===== config.mk =====
export PLATFORM = sky130hd
export DESIGN_NAME = pufwl_queue
export DESIGN_NICKNAME = d
export VERILOG_FILES = /design/src/hw/rtl/pufwl_pkg.sv /design/src/hw/rtl/pufwl_queue.sv
export SDC_FILE = /design/constraint.sdc
export NUM_CORES = 1
export LEC_CHECK = 0
export BUFFER_PORTS_ARGS = -buffer_cell sky130_fd_sc_hd__buf_2
export CAP_MARGIN = 40
export CORE_AREA = 5 5 91 93
export CTS_BUF_LIST = sky130_fd_sc_hd__clkbuf_16
export CTS_CLUSTER_SIZE = 16
export DETAILED_ROUTE_END_ITERATION = 8
export DIE_AREA = 0 0 96 98
export PLACE_DENSITY = 0.76
export SYNTH_ARGS = -nofsm -noshare
export SYNTH_HDL_FRONTEND = slang
export SYNTH_SLANG_ARGS = --single-unit

===== constraint.sdc =====
create_clock -name clk -period 2.6 [get_ports clk]
set_input_delay 0.39 -clock clk [delete_from_list [all_inputs] [get_ports clk]]
set_output_delay 0.39 -clock clk [all_outputs]
set_load 0.02 [all_outputs]

===== src/hw/rtl/pufwl_pkg.sv =====
package pufwl_pkg;

	localparam logic [15:0] COUNT_MAX = 16'hFFFF;

	localparam logic [1:0] REG_ENABLED = 2'd0;
	localparam logic [1:0] REG_WINDOW  = 2'd1;
	localparam logic [1:0] REG_LIMIT   = 2'd2;

	typedef enum logic [1:0] {
		KIND_COUNT,
		KIND_PASS,
		KIND_START
	} kind_t;

	typedef struct packed {
		kind_t       kind;
		logic [7:0]  slot;
		logic [31:0] now_seconds;
	} entry_t;

	typedef struct packed {
		logic        enabled;
		logic [15:0] window_seconds;
		logic [15:0] line_limit;
	} cfg_t;

	typedef enum logic {
		BK_IDLE,
		BK_CALC
	} back_state_t;

endpackage


===== src/hw/rtl/pufwl_queue.sv =====
module pufwl_queue (
	input  logic              clk,
	input  logic              arst_n,
	input  logic              push_valid,
	output logic              push_ready,
	input  pufwl_pkg::entry_t push_entry,
	output logic              pop_valid,
	input  logic              pop,
	output pufwl_pkg::entry_t pop_entry
);
	import pufwl_pkg::*;

	localparam int unsigned SLOTS = 2;

	entry_t     entry_q [SLOTS];
	logic       wr_ptr_q;
	logic       rd_ptr_q;
	logic [1:0] count_q;
	logic       do_push;
	logic       do_pop;

	assign push_ready = (count_q != 2'(SLOTS));
	assign pop_valid = (count_q != 2'd0);
	assign pop_entry = entry_q[rd_ptr_q];
	assign do_push = push_valid && push_ready;
	assign do_pop = pop && pop_valid;

	always_ff @(posedge clk) begin
		if (do_push) begin
			entry_q[wr_ptr_q] <= push_entry;
		end
	end

	always_ff @(posedge clk or negedge arst_n) begin
		if (!arst_n) begin
			wr_ptr_q <= 1'b0;
			rd_ptr_q <= 1'b0;
			count_q <= 2'd0;
		end else begin
			if (do_push) begin
				wr_ptr_q <= ~wr_ptr_q;
			end
			if (do_pop) begin
				rd_ptr_q <= ~rd_ptr_q;
			end
			case ({do_push, do_pop})
				2'b10: count_q <= count_q + 2'd1;
				2'b01: count_q <= count_q - 2'd1;
				default: count_q <= count_q;
			endcase
		end
	end
endmodule


---- Word-level counts from Yosys, hierarchy flattened ----
Memories as Yosys holds them, arrays and structs flattened.
Cells that the tools add are included.
operators by class
  add/sub/neg operators ................... 2
  eq/ne operators ......................... 3
  muxes and demuxes ....................... 3
  bitwise logic cells ..................... 2
  reductions and logical operators ........ 4
operators with widths
  kind                   number
  $pmux W2 S2            1
  $reduce_bool A2 Y1     2
  $add A2 B1 Y2 const B  1
  $eq A2 B1 Y1 const B   1
  $eq A2 B2 Y1 const B   1
  $logic_and A1 B1 Y1    2
  $mux W1                2
  $ne A2 B2 Y1 const B   1
  $not A1 Y1             2
  $sub A2 B1 Y2 const B  1
word-level totals
  flip-flop bits (word level) ............. 4
  memory bits (writable) .................. 84
  output and inout port bits .............. 44
  memories kept ........................... 1
memory list
  name     words  bits a word  read ports  clocked after Yosys merged registers in  write ports  line               RTL
  entry_q  2      42           1           0                                        1            pufwl_queue.sv:15  entry_t entry_q [SLOTS];

---- Depth between registers and ports, before layout ----
  word-level depth ........................ 4
  gate-level depth with buffers ........... 6
  mapped depth without buffers ............ 6

---- Worst setup path before layout ----
Ideal clock, no wire load.
  kind .................................... register -> register
  start point ............................. register count_q[0]
  end point ............................... memory entry_q[0][0] in the netlist's numbering, enable pin
  library setup time ...................... 0.441 ns
  arrival ................................. 2.574 ns
  required time ........................... 2.159 ns
  setup slack ............................. -0.416 ns
  cell stages (with the launch flop) ...... 4
  buffers on the path ..................... 0
  clock period less this slack ............ 3.016 ns
  path through ............................ dfrtp_1 -> nand2b_1 -> nand2_1 -> nor2_1
on the way
  longest elaborated chain between the ends .. 4
ends and longest elaborated chain
  item                           line               RTL
  from (decl)                    pufwl_queue.sv:18  logic [1:0] count_q;
  from (signal assigned)         pufwl_queue.sv:47  2'b10: count_q <= count_q + 2'd1;
  from (signal assigned)         pufwl_queue.sv:48  2'b01: count_q <= count_q - 2'd1;
  from (signal assigned)         pufwl_queue.sv:49  default: count_q <= count_q;
  $ne A2 B2 Y1                   pufwl_queue.sv:22  assign push_ready = (count_q != 2'(SLOTS));
  named net push_ready           pufwl_queue.sv:5   output logic push_ready,
  $logic_and A1 B1 Y1            pufwl_queue.sv:25  assign do_push = push_valid && push_ready;
  $mux W1                        pufwl_queue.sv:29  if (do_push) begin
  $mux W1 (not written as such)  pufwl_queue.sv:30  entry_q[wr_ptr_q] <= push_entry;
  to (decl)                      pufwl_queue.sv:15
The timed path passes the listed nets, and every way through them passes these cells.

==> out/qor.yml <==
status:
  status: "complete, no violations"
floorplan:
  die_w_um: 96
  chipHeight_um: 98
  core_area_um2: 7447
  die_area_um2: 9408
  num_rows: 32
  initial_utilization: 0.4370
  ios: 90
setup_path:
  start_kind: "register"
  path_cells: "buf_12 > mux2_2 > buf_2"
  r2r_end: "entry_q[0][4]"
  cp.arrival_ns: 1.61
  worstSetupStartpoint: "rd_ptr_q"
  r2r-start: "count_q[0]"
  cp_slowest_cell: "dfrtp_2"
  cp_slowest_stage_delay_ns: 0.49
  endpoint: "pop_entry[2]"
  crit_required_ns: 2.21
  criticalPathCategory: "register to primary output"
  cp_max_fo: 35
  r2r_slack_ns: 0.92
  endpoint_kind: "primary output"
  reg2regPathDepth: 4
pwr:
  pwr_density_cell_nw_per_um2: 1172
  ir_drop_v: 0.001036
  leakage_uw: 0.001559
  total_power_uw: 4838
place:
  io_buffers: 89
  gp_congestion: 0.6633
  dp_cells: 337
  place_hpwl_um: 3596
  dpl-instance-area_um2: 3841
yosys:
  yosysWarnings: 0
  synthArstFlopShare: 0.04545
  synth-seq-cells: 88
  yosys.area.top_type: "edfxtp_1"
  synth_area_leaders: "edfxtp_1, mux2_2, dfrtp_1, buf_6, mux2_4"
  synth_commonest_cells: "edfxtp_1, mux2_2, buf_6"
  synth_cell_types: 15
  synth-edff-count: 84
  synth.top_cell.area_share: 0.7751
  syn_area_per_cell_um2: 21.99
  syn_nets: 195
  ys_seq_area_frac: 0.8058
  synth.most_common_cell: "edfxtp_1"
  ys.flop_type: "edfxtp_1"
  synth_cells: 148
  netlist_area_um2: 3254
sta:
  skew_ns: 0.005596
  timing.final.hold_violations: 0
  clock.fmax_mhz: 499.8
  maxSlewHeadroom: 0.6823
  worst-slew-pin-transition_ns: 0.4765
  min_period_ns: 2.001
  rsz0062_at_grt: "no"
  min_period_over_period: 0.7695
  finalMaxSlewViolations: 0
  fin_setup_tns_ns: 0
  setup_violations: 0
clock_tree:
  clkLatencyLatePin_ns: 0.32
  clk_pin_slew_ns: 0.06
  clkSinkCount: 88
  cts_setup_buffers: 0
  cts-root-buf: "clkbuf_16"
  cts_max_level: 3
  cts_tree: "done"
  cts_made_buffers: 9
  max-clock-path-buffers: 2
finish:
  fin_cells: 353
  drive_gt1_frac: 0.5896
  fillers: 620
  diodes: 0
  area_growth_syn_to_layout_pct: 26.87
  nets: 294
  fin_area_um2: 4129
routing:
  drt_wl_total_um: 5255
  drtIter0Drc: 41
  ant_nets: 0
  dr.pass1.iters: 3
  wl_per_cell_um: 14.89
  vias: 1639
  remaining_drc_errors: 0
  drt-vias-per-instance: 4.643
global_routing:
  grt_pass1_vias: 1796
  antenna_found_initial: 0
  overflow: 0
  grt_max_degree: 36
  track_usage: 0.1219
  grt_pass1_wl_um: 8528
run:
  drv_cap: 0
min_path:
  hp-class: "primary input to register"
==> where the power goes <==
| part | internal [uW] | switching, uW | leakage [uW] | total [uW] |
|---|---|---|---|---|
| Clock | 724 | 456 | 0.000135 | 1180 |
| Sequential | 1940 | 111 | 0.000826 | 2050 |
| Combinational | 675 | 929 | 0.000597 | 1600 |
==> cell families after synthesis <==
kind of cell / count (synthesis) / synth area share
muxes: 42 / 0.1476
adders and majority gates: 1 / 0.003844
xor gates and xnor gates: 5 / 0.01346
DFF: 88 / 0.8058
buffers and inverters: 5 / 0.01730
and+or+nand+nor: 7 / 0.01192
==> metal layers <==
layer	track usage	routed length, um
met1	0.1313	2013
met2	0.2146	2815
met3	0.03005	329
met4	0.06565	97
met5	0	0
==> what timing repair did <==
action,CTS,global route
endpoints found under the setup margin,0,0
gates resized for setup,0,0
hold endpoints to repair,4,0
hold buffers,1,0
==> worst min path at each step <==
| stage | startpoint | to | depth (start not counted) |
|---|---|---|---|
| after floorplan | arst_n | count_q[0] | 0 |
| after global routing | push_entry[31] | entry_q[1][31] | 1 |
| after detailed placement | arst_n | count_q[0] | 1 |
| final | push_entry[27] | entry_q[1][27] | 1 |
| after global placement | arst_n | count_q[0] | 1 |
| after CTS | push_entry[27] | entry_q[1][27] | 1 |
==> area by class of cell <==
class                      instances  area, um^2  area share
clock buffer                       9       225.2     0.05455
clock inverter                     6       52.55     0.01273
multi-input combinational         55       584.3      0.1415
sequential                        88        2624      0.6355
tap                              102       127.6     0.03091
timing repair buffer              93       515.5      0.1248
==> layout by cell type, fill, tap and decap left out, drive strengths merged <==
cell type    synthesis  layout
and2                 1       1
and3                 1       1
buf                  5      92
bufinv               0       1
clkbuf               0       9
clkinv               0       3
clkinvlp             0       1
dfrtp                4       4
dlygate4sd3          0       1
edfxtp              84      84
ha                   1       1
inv                  0       1
mux2                42      42
nand2                1       1
nand2b               1       1
nor2                 2       2
or2                  1       1
xnor2                3       3
xor2                 2       2
==> worst max-delay path: cells and delay by family, from the launching register on <==
kind                   cells  cell delay [ns]
flip-flops                 1             0.49
buffers and inverters      2             0.42
multiplexers               1             0.37
==> per-stage QoR <==
stage               utilization  setup slack (ns)  hold WS, ns
finish                   0.5544            0.5993       0.2526
global route             0.5544            0.5378       0.2388
CTS                      0.5544            0.5628       0.2374
detailed placement       0.5158            0.8875       0.2024
global placement         0.5158            0.9276       0.2023
floorplan                     -            0.2789      0.09441
==> sequential cells by signal (all words and copies together), names as in the netlist <==
signal and cells:
count_q 2, wr_ptr_q 1, entry_q 84, rd_ptr_q 1
Note: power is estimated with default switching activity, not from simulation.
