<file path="src/hw/rtl/pufwl_pkg.sv">
package pufwl_pkg;

	localparam logic [15:0] COUNT_MAX = 16'hFFFF;

	localparam logic [1:0] REG_ENABLED = 2'd0;
	localparam logic [1:0] REG_WINDOW  = 2'd1;
	localparam logic [1:0] REG_LIMIT   = 2'd2;

	typedef enum logic [1:0] {
		KIND_COUNT,
		KIND_PASS,
		KIND_START
	} kind_t;

	typedef struct packed {
		kind_t       kind;
		logic [7:0]  slot;
		logic [31:0] now_seconds;
	} entry_t;

	typedef struct packed {
		logic        enabled;
		logic [15:0] window_seconds;
		logic [15:0] line_limit;
	} cfg_t;

	typedef enum logic {
		BK_IDLE,
		BK_CALC
	} back_state_t;

endpackage

</file>
<file path="src/hw/rtl/pufwl_verdict_if.sv">
interface pufwl_verdict_if;
	logic        valid;
	logic        ready;
	logic        deny;
	logic [15:0] user_count;

	modport source (output valid, output deny, output user_count, input ready);
	modport sink (input valid, input deny, input user_count, output ready);
endinterface

</file>
<file path="src/hw/rtl/pufwl_ram.sv">
module pufwl_ram #(
	parameter int unsigned WIDTH = 16,
	parameter int unsigned DEPTH = 256
) (
	input  logic                     clk,
	input  logic                     we,
	input  logic [$clog2(DEPTH)-1:0] waddr,
	input  logic [WIDTH-1:0]         wdata,
	input  logic                     re,
	input  logic [$clog2(DEPTH)-1:0] raddr,
	output logic [WIDTH-1:0]         rdata
);
	logic [WIDTH-1:0] mem_q [DEPTH];

	always_ff @(posedge clk) begin
		if (we) begin
			mem_q[waddr] <= wdata;
		end
		if (re) begin
			rdata <= mem_q[raddr];
		end
	end
endmodule

</file>
<file path="src/hw/rtl/pufwl_back.sv">
module pufwl_back #(
	parameter int unsigned DEPTH = 256
) (
	input  logic              clk,
	input  logic              arst_n,
	input  pufwl_pkg::cfg_t   cfg,
	input  logic              q_valid,
	input  pufwl_pkg::entry_t q_entry,
	output logic              q_pop,
	pufwl_verdict_if.source   verdict
);
	import pufwl_pkg::*;

	localparam int unsigned SLOT_W = $clog2(DEPTH);

	back_state_t       state_q;
	back_state_t       state_d;
	logic [SLOT_W-1:0] slot_q;
	logic [31:0]       now_q;
	logic [32:0]       deadline_q;
	logic [32:0]       deadline_d;
	logic [DEPTH-1:0]  valid_q;
	logic [DEPTH-1:0]  valid_d;
	logic              out_valid_q;
	logic              deny_q;
	logic [15:0]       count_q;
	logic              deny_d;
	logic [15:0]       count_d;
	logic              out_free;
	logic              out_load;
	logic              ram_re;
	logic              ram_we;
	logic [15:0]       ram_rdata;
	logic              rollover;
	logic [15:0]       old_count;
	logic [15:0]       new_count;

	pufwl_ram #(
		.WIDTH(16),
		.DEPTH(DEPTH)
	) u_counts (
		.clk  (clk),
		.we   (ram_we),
		.waddr(slot_q),
		.wdata(new_count),
		.re   (ram_re),
		.raddr(q_entry.slot[SLOT_W-1:0]),
		.rdata(ram_rdata)
	);

	assign out_free = !out_valid_q || verdict.ready;
	assign rollover = {1'b0, now_q} > deadline_q;
	assign old_count = (rollover || !valid_q[slot_q]) ? 16'd0 : ram_rdata;
	assign new_count = (old_count == COUNT_MAX) ? old_count : old_count + 16'd1;

	always_comb begin
		state_d = state_q;
		q_pop = 1'b0;
		ram_re = 1'b0;
		ram_we = 1'b0;
		valid_d = valid_q;
		deadline_d = deadline_q;
		out_load = 1'b0;
		deny_d = 1'b0;
		count_d = 16'd0;
		case (state_q)
			BK_IDLE: begin
				if (q_valid && out_free) begin
					q_pop = 1'b1;
					case (q_entry.kind)
						KIND_START: begin
							valid_d = '0;
							deadline_d = {1'b0, q_entry.now_seconds} + {17'd0, cfg.window_seconds};
							out_load = 1'b1;
						end
						KIND_PASS: begin
							out_load = 1'b1;
						end
						KIND_COUNT: begin
							ram_re = 1'b1;
							state_d = BK_CALC;
						end
						default: begin
							out_load = 1'b1;
						end
					endcase
				end
			end
			BK_CALC: begin
				ram_we = 1'b1;
				if (rollover) begin
					valid_d = '0;
					deadline_d = {1'b0, now_q} + {17'd0, cfg.window_seconds};
				end
				valid_d[slot_q] = 1'b1;
				out_load = 1'b1;
				deny_d = (new_count >= cfg.line_limit);
				count_d = new_count;
				state_d = BK_IDLE;
			end
			default: begin
				state_d = BK_IDLE;
			end
		endcase
	end

	always_ff @(posedge clk or negedge arst_n) begin
		if (!arst_n) begin
			state_q <= BK_IDLE;
			deadline_q <= '0;
			valid_q <= '0;
			out_valid_q <= 1'b0;
		end else begin
			state_q <= state_d;
			deadline_q <= deadline_d;
			valid_q <= valid_d;
			if (out_load) begin
				out_valid_q <= 1'b1;
			end else if (verdict.ready) begin
				out_valid_q <= 1'b0;
			end
		end
	end

	always_ff @(posedge clk) begin
		if (ram_re) begin
			slot_q <= q_entry.slot[SLOT_W-1:0];
			now_q <= q_entry.now_seconds;
		end
		if (out_load) begin
			deny_q <= deny_d;
			count_q <= count_d;
		end
	end

	assign verdict.valid = out_valid_q;
	assign verdict.deny = deny_q;
	assign verdict.user_count = count_q;

`ifndef SYNTHESIS
	a_calc_one_cycle: assert property (@(posedge clk) disable iff (!arst_n)
		state_q == BK_CALC |=> state_q == BK_IDLE)
		else $error("counter update held for more than one cycle");
	a_calc_after_read: assert property (@(posedge clk) disable iff (!arst_n)
		state_q == BK_CALC |-> $past(ram_re))
		else $error("counter update without a preceding table read");
	a_calc_out_empty: assert property (@(posedge clk) disable iff (!arst_n)
		state_q == BK_CALC |-> !out_valid_q)
		else $error("counter update while the output register is occupied");
	a_count_nonzero: assert property (@(posedge clk) disable iff (!arst_n)
		ram_we |-> new_count != 16'd0)
		else $error("a counted message wrote a zero count");
`endif
endmodule
</file>
<file path="src/flat_wrapper.sv">
// flat-port wrapper written by rule: the top's interface ports become plain ports
module pufwl_back_flat import pufwl_pkg::*;
#(
	parameter int unsigned DEPTH = 256
)
  (clk, arst_n, cfg, q_valid, q_entry, q_pop, verdict_valid, verdict_deny, verdict_user_count, verdict_ready);
  pufwl_verdict_if verdict_i ();
  input  logic clk;
  input  logic arst_n;
  input  pufwl_pkg::cfg_t cfg;
  input  logic q_valid;
  input  pufwl_pkg::entry_t q_entry;
  output logic q_pop;
  output wire logic [$bits(verdict_i.valid)-1:0] verdict_valid;
  output wire logic [$bits(verdict_i.deny)-1:0] verdict_deny;
  output wire logic [$bits(verdict_i.user_count)-1:0] verdict_user_count;
  input wire logic [$bits(verdict_i.ready)-1:0] verdict_ready;
  assign verdict_valid = verdict_i.valid;
  assign verdict_deny = verdict_i.deny;
  assign verdict_user_count = verdict_i.user_count;
  assign verdict_i.ready = verdict_ready;
  pufwl_back #(.DEPTH(DEPTH)) u_core (.clk(clk), .arst_n(arst_n), .cfg(cfg), .q_valid(q_valid), .q_entry(q_entry), .q_pop(q_pop), .verdict(verdict_i));
endmodule
</file>
<file path="config.mk">
export PLATFORM = sky130hd
export DESIGN_NAME = pufwl_back_flat
export DESIGN_NICKNAME = d
export VERILOG_FILES = /design/src/hw/rtl/pufwl_pkg.sv /design/src/hw/rtl/pufwl_verdict_if.sv /design/src/hw/rtl/pufwl_ram.sv /design/src/hw/rtl/pufwl_back.sv /design/src/flat_wrapper.sv
export SDC_FILE = /design/constraint.sdc
export NUM_CORES = 2
export LEC_CHECK = 0
export ABC_CLOCK_PERIOD_IN_PS = 31500
export BUFFER_PORTS_ARGS = -buffer_cell sky130_fd_sc_hd__buf_2
export CAP_MARGIN = 25
export CORE_ASPECT_RATIO = 2
export CORE_MARGIN = 2
export CORE_UTILIZATION = 68
export DETAILED_ROUTE_END_ITERATION = 8
export GPL_TIMING_DRIVEN = 0
export PLACE_DENSITY_LB_ADDON = 0.08
export SLEW_MARGIN = 25
export SYNTH_ARGS = -nofsm -noshare
export SYNTH_HDL_FRONTEND = slang
export SYNTH_SLANG_ARGS = --single-unit
</file>
<file path="constraint.sdc">
create_clock -name clk -period 31.5 [get_ports clk]
set_clock_uncertainty 0.05 [all_clocks]
set_input_delay 6.3 -clock clk [delete_from_list [all_inputs] [get_ports clk]]
set_output_delay 6.3 -clock clk [all_outputs]
set_load 0.02 [all_outputs]
</file>
== After elaboration in Yosys (flattened, before gate mapping) ==
Memory sizes are Yosys's and may differ from the RTL's. A register that Yosys moved wholly into a read port is not among the register bits.
Index checks and enable logic that the tools add are counted.

* Add/subtract/negate cells: 3
* Magnitude comparators: 4
* Equality and inequality tests: 5
* Muxes and demuxes: 29
* Bitwise operators: 2
* Reductions and logical operators: 10

{| class="wikitable"
|+ Operators with widths
! operator !! count
|-
| 2-to-1 mux 256 bit || 4
|-
| one-hot mux 256 bit (2 select lines) || 1
|-
| bitwise OR 256 bit || 1
|-
| 2-to-1 mux 33 bit || 3
|-
| adder 32 x 16 -> 33 bit || 2
|-
| one-hot mux 33 bit (2 select lines) || 1
|-
| > comparator 32 x 33 -> 1 bit || 1
|-
| 2-to-1 mux 16 bit || 2
|-
| adder 16 x 1 -> 16 bit, second input constant || 1
|-
| equality test 16 bit, second input constant || 1
|-
| >= comparator 16 bit || 1
|-
| 2-to-1 mux 1 bit || 14
|-
| less-than comparator 8 x 9 -> 1 bit, second input constant || 1
|-
| binary-select mux 1 bit (select 8 bit) || 1
|-
| demux 1 bit (select 8 bit) || 1
|-
| >= comparator 8 x 1 -> 1 bit, second input constant || 1
|-
| != test 2 bit, second input constant || 2
|-
| one-hot mux 1 bit (2 select lines) || 2
|-
| AND reduction 3 bit || 1
|-
| equality test 2 bit, second input constant || 1
|-
| logical AND 1 bit || 2
|-
| zero test 1 bit || 2
|-
| zero test 2 bit || 1
|-
| logical OR 1 bit || 2
|-
| other kinds (4) || 4
|}

* Flip-flop bits (word level): 348
* Memory bits (writable): 4096
* Input bits: 79
* Output and inout bits: 19
* Memories: 1

{| class="wikitable"
|+ Memory list
! name !! words !! width !! read ports !! clocked after memory_dff !! wr ports !! RTL line !! text
|-
| u_core.u_counts.mem_q || 256 || 16 || 1 || 1 || 1 || pufwl_ram.sv:13 || <nowiki>logic [WIDTH-1:0] mem_q [DEPTH];</nowiki>
|}

== Longest topological paths before layout ==
* Depth in word-level cells: 8
* Gate-level depth with buffers: 25
* Depth with buffers taken out: 23

== Cells and area by module ==
Synthesis repeated with hierarchy kept, for this count alone.

* Cell total of the unflattened synthesis: 8819
* Area total of the unflattened synthesis: 176376.7 sq um

{| class="wikitable"
|+ Modules (own cells, without submodules)
! module !! instances !! cells each !! area each (sq um) !! seq. area each (sq um)
|-
| pufwl_ram || 1 || 7360 || 158874.9 || 123478.4
|-
| pufwl_back || 1 || 1459 || 17501.8 || 8993.6
|}

== Worst setup path before layout ==
No wires, ideal clock.

* Kind: reg2reg
* Start: register u_core.slot_q[0]
* End: memory u_core.u_counts.mem_q[0][14], data pin
* Setup time: 2828 ps
* Arrival: 16394 ps
* Data required time: 28622 ps
* Slack: 12228 ps
* Stages on the path, launching flop included: 15
* Cells stage by stage: edfxtp_1 -> buf_6 -> buf_12 -> buf_6 -> mux4_2 -> a221oi_1 -> o22ai_1 -> o32ai_2 -> nor4_4 -> and2_1 -> ha_1 -> nand3_1 -> nor2_1 -> and4b_1 -> nor4_1

* Word-level cells in the longest chain between the ends: 7
* Elaborated cells between the ends (all ways): 8
* Classes of those cells: add/sub: 1; eq/ne: 1; mux: 4; reduce/logical: 2

{| class="wikitable"
|+ RTL lines
! element !! RTL line !! text
|-
| from (decl) || pufwl_back.sv:18 || <nowiki>logic [SLOT_W-1:0] slot_q;</nowiki>
|-
| from (signal assigned) || pufwl_back.sv:127 || <nowiki>slot_q <= q_entry.slot[SLOT_W-1:0];</nowiki>
|-
| binary-select mux 1 bit (select 8 bit) (*) || pufwl_back.sv:53 || <nowiki>assign old_count = (rollover || !valid_q[slot_q]) ? 16'd0 : ram_rdata;</nowiki>
|-
| 2-to-1 mux 1 bit (implied by the code) (*) || pufwl_back.sv:53 ||
|-
| zero test 1 bit (*) || pufwl_back.sv:53 ||
|-
| logical OR 1 bit (*) || pufwl_back.sv:53 ||
|-
| 2-to-1 mux 16 bit (*) || pufwl_back.sv:53 ||
|-
| adder 16 x 1 -> 16 bit / equality test 16 bit (equally long branches) || pufwl_back.sv:54 || <nowiki>assign new_count = (old_count == COUNT_MAX) ? old_count : old_count + 16'd1;</nowiki>
|-
| 2-to-1 mux 16 bit (*) || pufwl_back.sv:54 ||
|-
| named net u_core.new_count[14] || pufwl_back.sv:36 || <nowiki>logic [15:0] new_count;</nowiki>
|-
| to (decl) || pufwl_ram.sv:13 ||
|}

Mark *: on every way through the listed nets, which the timed path passes. The rest lies on a longest branch. The select of a mux whose other input is x is not followed.

== Worst setup path after layout ==
* Start: input port verdict_ready
* End: output port q_pop

* Word-level cells in the longest chain between the ends: 4

{| class="wikitable"
|+ RTL lines
! element !! RTL line !! text
|-
| from (decl) || flat_wrapper.sv:17 || <nowiki>input wire logic [$bits(verdict_i.ready)-1:0] verdict_ready;</nowiki>
|-
| logical OR 1 bit || pufwl_back.sv:51 || <nowiki>assign out_free = !out_valid_q || verdict.ready;</nowiki>
|-
| logical AND 1 bit || pufwl_back.sv:68 || <nowiki>if (q_valid && out_free) begin</nowiki>
|-
| 2-to-1 mux 1 bit || pufwl_back.sv:68 ||
|-
| 2-to-1 mux 1 bit || pufwl_back.sv:66 || <nowiki>case (state_q)</nowiki>
|-
| to (decl) || flat_wrapper.sv:13 || <nowiki>output logic q_pop;</nowiki>
|}

Every way passes these cells.

==> flow_summary.toml <==
[timing]
max_freq_ghz = 0.07529
setup_viol = 0
slew_violations = 0
fin_crit_ns = 13.28
setup_slack_ns = 18.22
fin_crit_sh_pct = 42.17
whs_ns = 0.4244
rsz0062_at_grt = "false"
hold_violations = 0
relSlewSlack_pct = 21.32
tightestPinTransition_ns = 1.180
tns_ns = 0

[logic_synthesis]
yosysWarnings = 0
synthAdderAreaFrac_pct = 0.4804
post_synth_and_or_nand_nor_area_fraction_pct = 1.367
avgSynthCellArea_sq_um = 23.16
synth_nets = 7636
syn-cell-area_sq_um = 173500
synth_cells = 7491
synth_compound_area_share_pct = 1.919
synth_ff_type = "edfxtp_1"
synth_mux_area_share_pct = 18.53
ys_ff_latch = 4460
synth_top_family_by_area = "multiplexers"
synth-xor-area-share_pct = 0.1666
seq_area_frac_synth_pct = 76.36
ys_types = 74
async_flop_share_pct = 6.525
synth_enable_flop_cells = 4169

[pwr]
clockPowerShare_pct = 38.4
powerDensity_nw_per_um2 = 61.43
power_uw = 12240
comb_power_share_pct = 7.8
sw_frac_of_total_pct = 22.65
seq_power_share_pct = 53.9
p_int_uw = 9466
leakagePower_uw = 0.06709
ir_worst_vdd_mv = 0.05698
net-switching-power_uw = 2773

[clock_tree]
insertion_delay_ns = 0.95
cts_setup_buffers = 0
cts.hold.buffers_added = 0
ctsHtreeMaxLevel = 5
cts_buffers = 367
clk_pin_slew_ns = 0.07
clockBufferDepth = 4
clock_sinks = 4460
cts-root-buf = "clkbuf_16"
post_cts_resized = 0
cts_tree = "built"

[route]
dr.pass1.iters = 6
ant_nets = 0
vias_per_cell = 7.601
drt-wirelength-per-cell_microns = 44.82
finalWirelength_mm = 539.0
drc = 0
drt_iter0_drc = 13920
via_count = 91404

[finish]
nets = 8539
drive_gt1_share_pct = 34.95
syn_to_final_growth_pct = 14.84
finalInstanceArea_sq_um = 199200

[critical_path]
start_kind = "input port"
critPathCaptureType = "primary output"
required_ns = 25.15
arrival_ns = 6.93
cp_max_fo = 4
rrSetupSlack_ns = 23.19
critical_path_class = "input port to primary output"
ff2ff_path_depth = 24

[floorplan]
initial_core_util_pct = 68.28
rows = 262
core_sq_um = 254100
die-height_microns = 718.3
dieArea_sq_um = 259400
dieWidth_microns = 361.2
pin_count = 98

[global_route]
antenna_found_initial = 56
grt_pass1_wl_mm = 737.7
gr-total-overflow = 0
grt_pass1_vias = 93536
grtUsageTotal_pct = 42.27
grt_max_degree = 129

[hold_path]
whs_path_depth = 1
hold_path.class = "flip-flop to flip-flop"

[outcome]
status = "completed"

[placed_design]
place.gp.congestion = 0.9958
placed_area_sq_um = 187000
dp_hpwl_mm = 360.8
port_buffers = 96
dp_slack_ns = 18.23

[flow_run]
cap_viol_max_count = 0
==> worst max-delay path, cell delays in order <==
cell      delay [ns]
buf_2           0.09
nand2b_1        0.14
nand2_1         0.16
nor2_1          0.06
buf_2           0.18
==> layer usage <==
metal	wire length, microns	up-vias	global-route usage [%]
met5	548	-	0.6349
li1	-	33657	-
met2	269200	7857	69.24
met3	58050	2431	11.58
met4	61920	42	37.81
met1	149300	47417	44.63
==> worst paths after layout <==
path / startpoint / to
setup / recovery: verdict_ready / q_pop
hold / removal: u_core.valid_q[38] / u_core.valid_q[38]
setup reg to reg: u_core.slot_q[2] / u_core.verdict.deny
hold reg to reg: u_core.valid_q[38] / u_core.valid_q[38]
max in group asynchronous: arst_n / u_core.valid_q[91]
min in group asynchronous: arst_n / u_core.deadline_q[20]
==> cells in the mapped netlist, types with 4 or more instances <==
cell | count | area, sq um
a21o_1 | 267 | 2004
mux4_2 | 1407 | 31690
xor2_1 | 24 | 210.2
nor4_1 | 9 | 56.30
o21a_1 | 10 | 75.07
inv_1 | 62 | 232.7
nor3_1 | 20 | 100.1
nor2b_1 | 12 | 75.07
edfxtp_1 | 4169 | 125200
a21oi_1 | 36 | 180.2
and2_1 | 8 | 50.05
ha_1 | 65 | 813.3
o22ai_1 | 7 | 43.79
a22o_1 | 11 | 96.34
buf_2 | 108 | 540.5
buf_6 | 8 | 90.09
nand4_1 | 13 | 81.33
a221oi_1 | 5 | 43.79
or3_1 | 6 | 37.54
nand2b_1 | 15 | 93.84
clkbuf_1 | 247 | 927.1
buf_1 | 54 | 202.7
a211oi_1 | 8 | 60.06
o211ai_1 | 4 | 30.03
o21ai_0 | 49 | 245.2
nor2_1 | 312 | 1171
mux2_2 | 19 | 214.0
and3_1 | 5 | 31.28
nand3_1 | 24 | 120.1
nand2_1 | 87 | 326.6
mux2i_1 | 22 | 220.2
o31ai_1 | 6 | 45.04
or2_2 | 5 | 31.28
xnor2_1 | 9 | 78.83
dfrtp_1 | 291 | 7282
a22oi_1 | 35 | 262.8
==> sequential cells by signal (all words and copies together) (netlist names) <==
register,count
u_core.u_counts.mem_q,4096
u_core.u_counts.rdata,16
u_core.verdict.user_count,16
u_core.slot_q,8
u_core.verdict.valid,1
u_core.now_q,32
u_core.deadline_q,33
u_core.verdict.deny,1
u_core.valid_q,256
u_core.state_q,1
==> cell type report <==
type	instances	area, sq um
clock buffer	453	9857
antenna	36	90.09
buffer	419	1956
sequential	4460	132500
timing repair buffer	534	7510
fill	11870	54830
clock inverter	211	2118
inverter	62	240.2
multi-input combinational	2550	40850
tap	3300	4129
==> cell usage in the layout (no fill, tap or decap), types with 19 or more instances in the layout <==
cell       synthesis  final
a21oi_1           36     36
buf_16             0    117
xor2_1            24     24
buf_4              0    133
buf_6              8     64
nand2_1           87     87
nand3_1           24     24
inv_1             62     61
clkbuf_1         247    205
clkbuf_2           0    107
clkinv_2           0     73
mux2i_1           22     22
buf_12             2     99
clkinv_1           0     58
bufinv_16          0     39
mux4_2          1407   1407
o21ai_0           49     47
buf_2            108    249
dfrtp_1          291    291
edfxtp_1        4169   4169
diode_2            0     36
buf_1             54     32
mux2_2            19     19
ha_1              65     65
nor2_4             0    232
nor2_2             0     30
a21o_1           267    267
nor2_1           312     50
a22oi_1           35     35
clkbuf_16          0    375
==> cells by family after synthesis <==
logic type	count (synthesis)
AND/OR/NAND/NOR	537
buffers and inverters	481
XOR/XNOR	33
flip-flops	4460
AO/OA/AOI/OAI	465
adder cells (fa/ha/maj)	66
multiplexers	1449
==> power groups by stage <==
stage                     registers [uW]  logic, uW  clock network, uW
after floorplan                     6790        449                  0
after global routing                6590        969               4880
after global placement              6870        772                  0
final                               6590        949               4700
after CTS                           6590        920               4690
after detailed placement            6720        905                  0
==> stage by stage <==
step	utilization, %	instances
2_1_floorplan	-	7491
3_3_place_gp	70.10	10887
3_5_place_dp	73.61	11314
4_1_cts	78.33	11978
5_1_grt	78.39	11997
6_report	78.42	12025
Power figures use the tool's default switching activity.
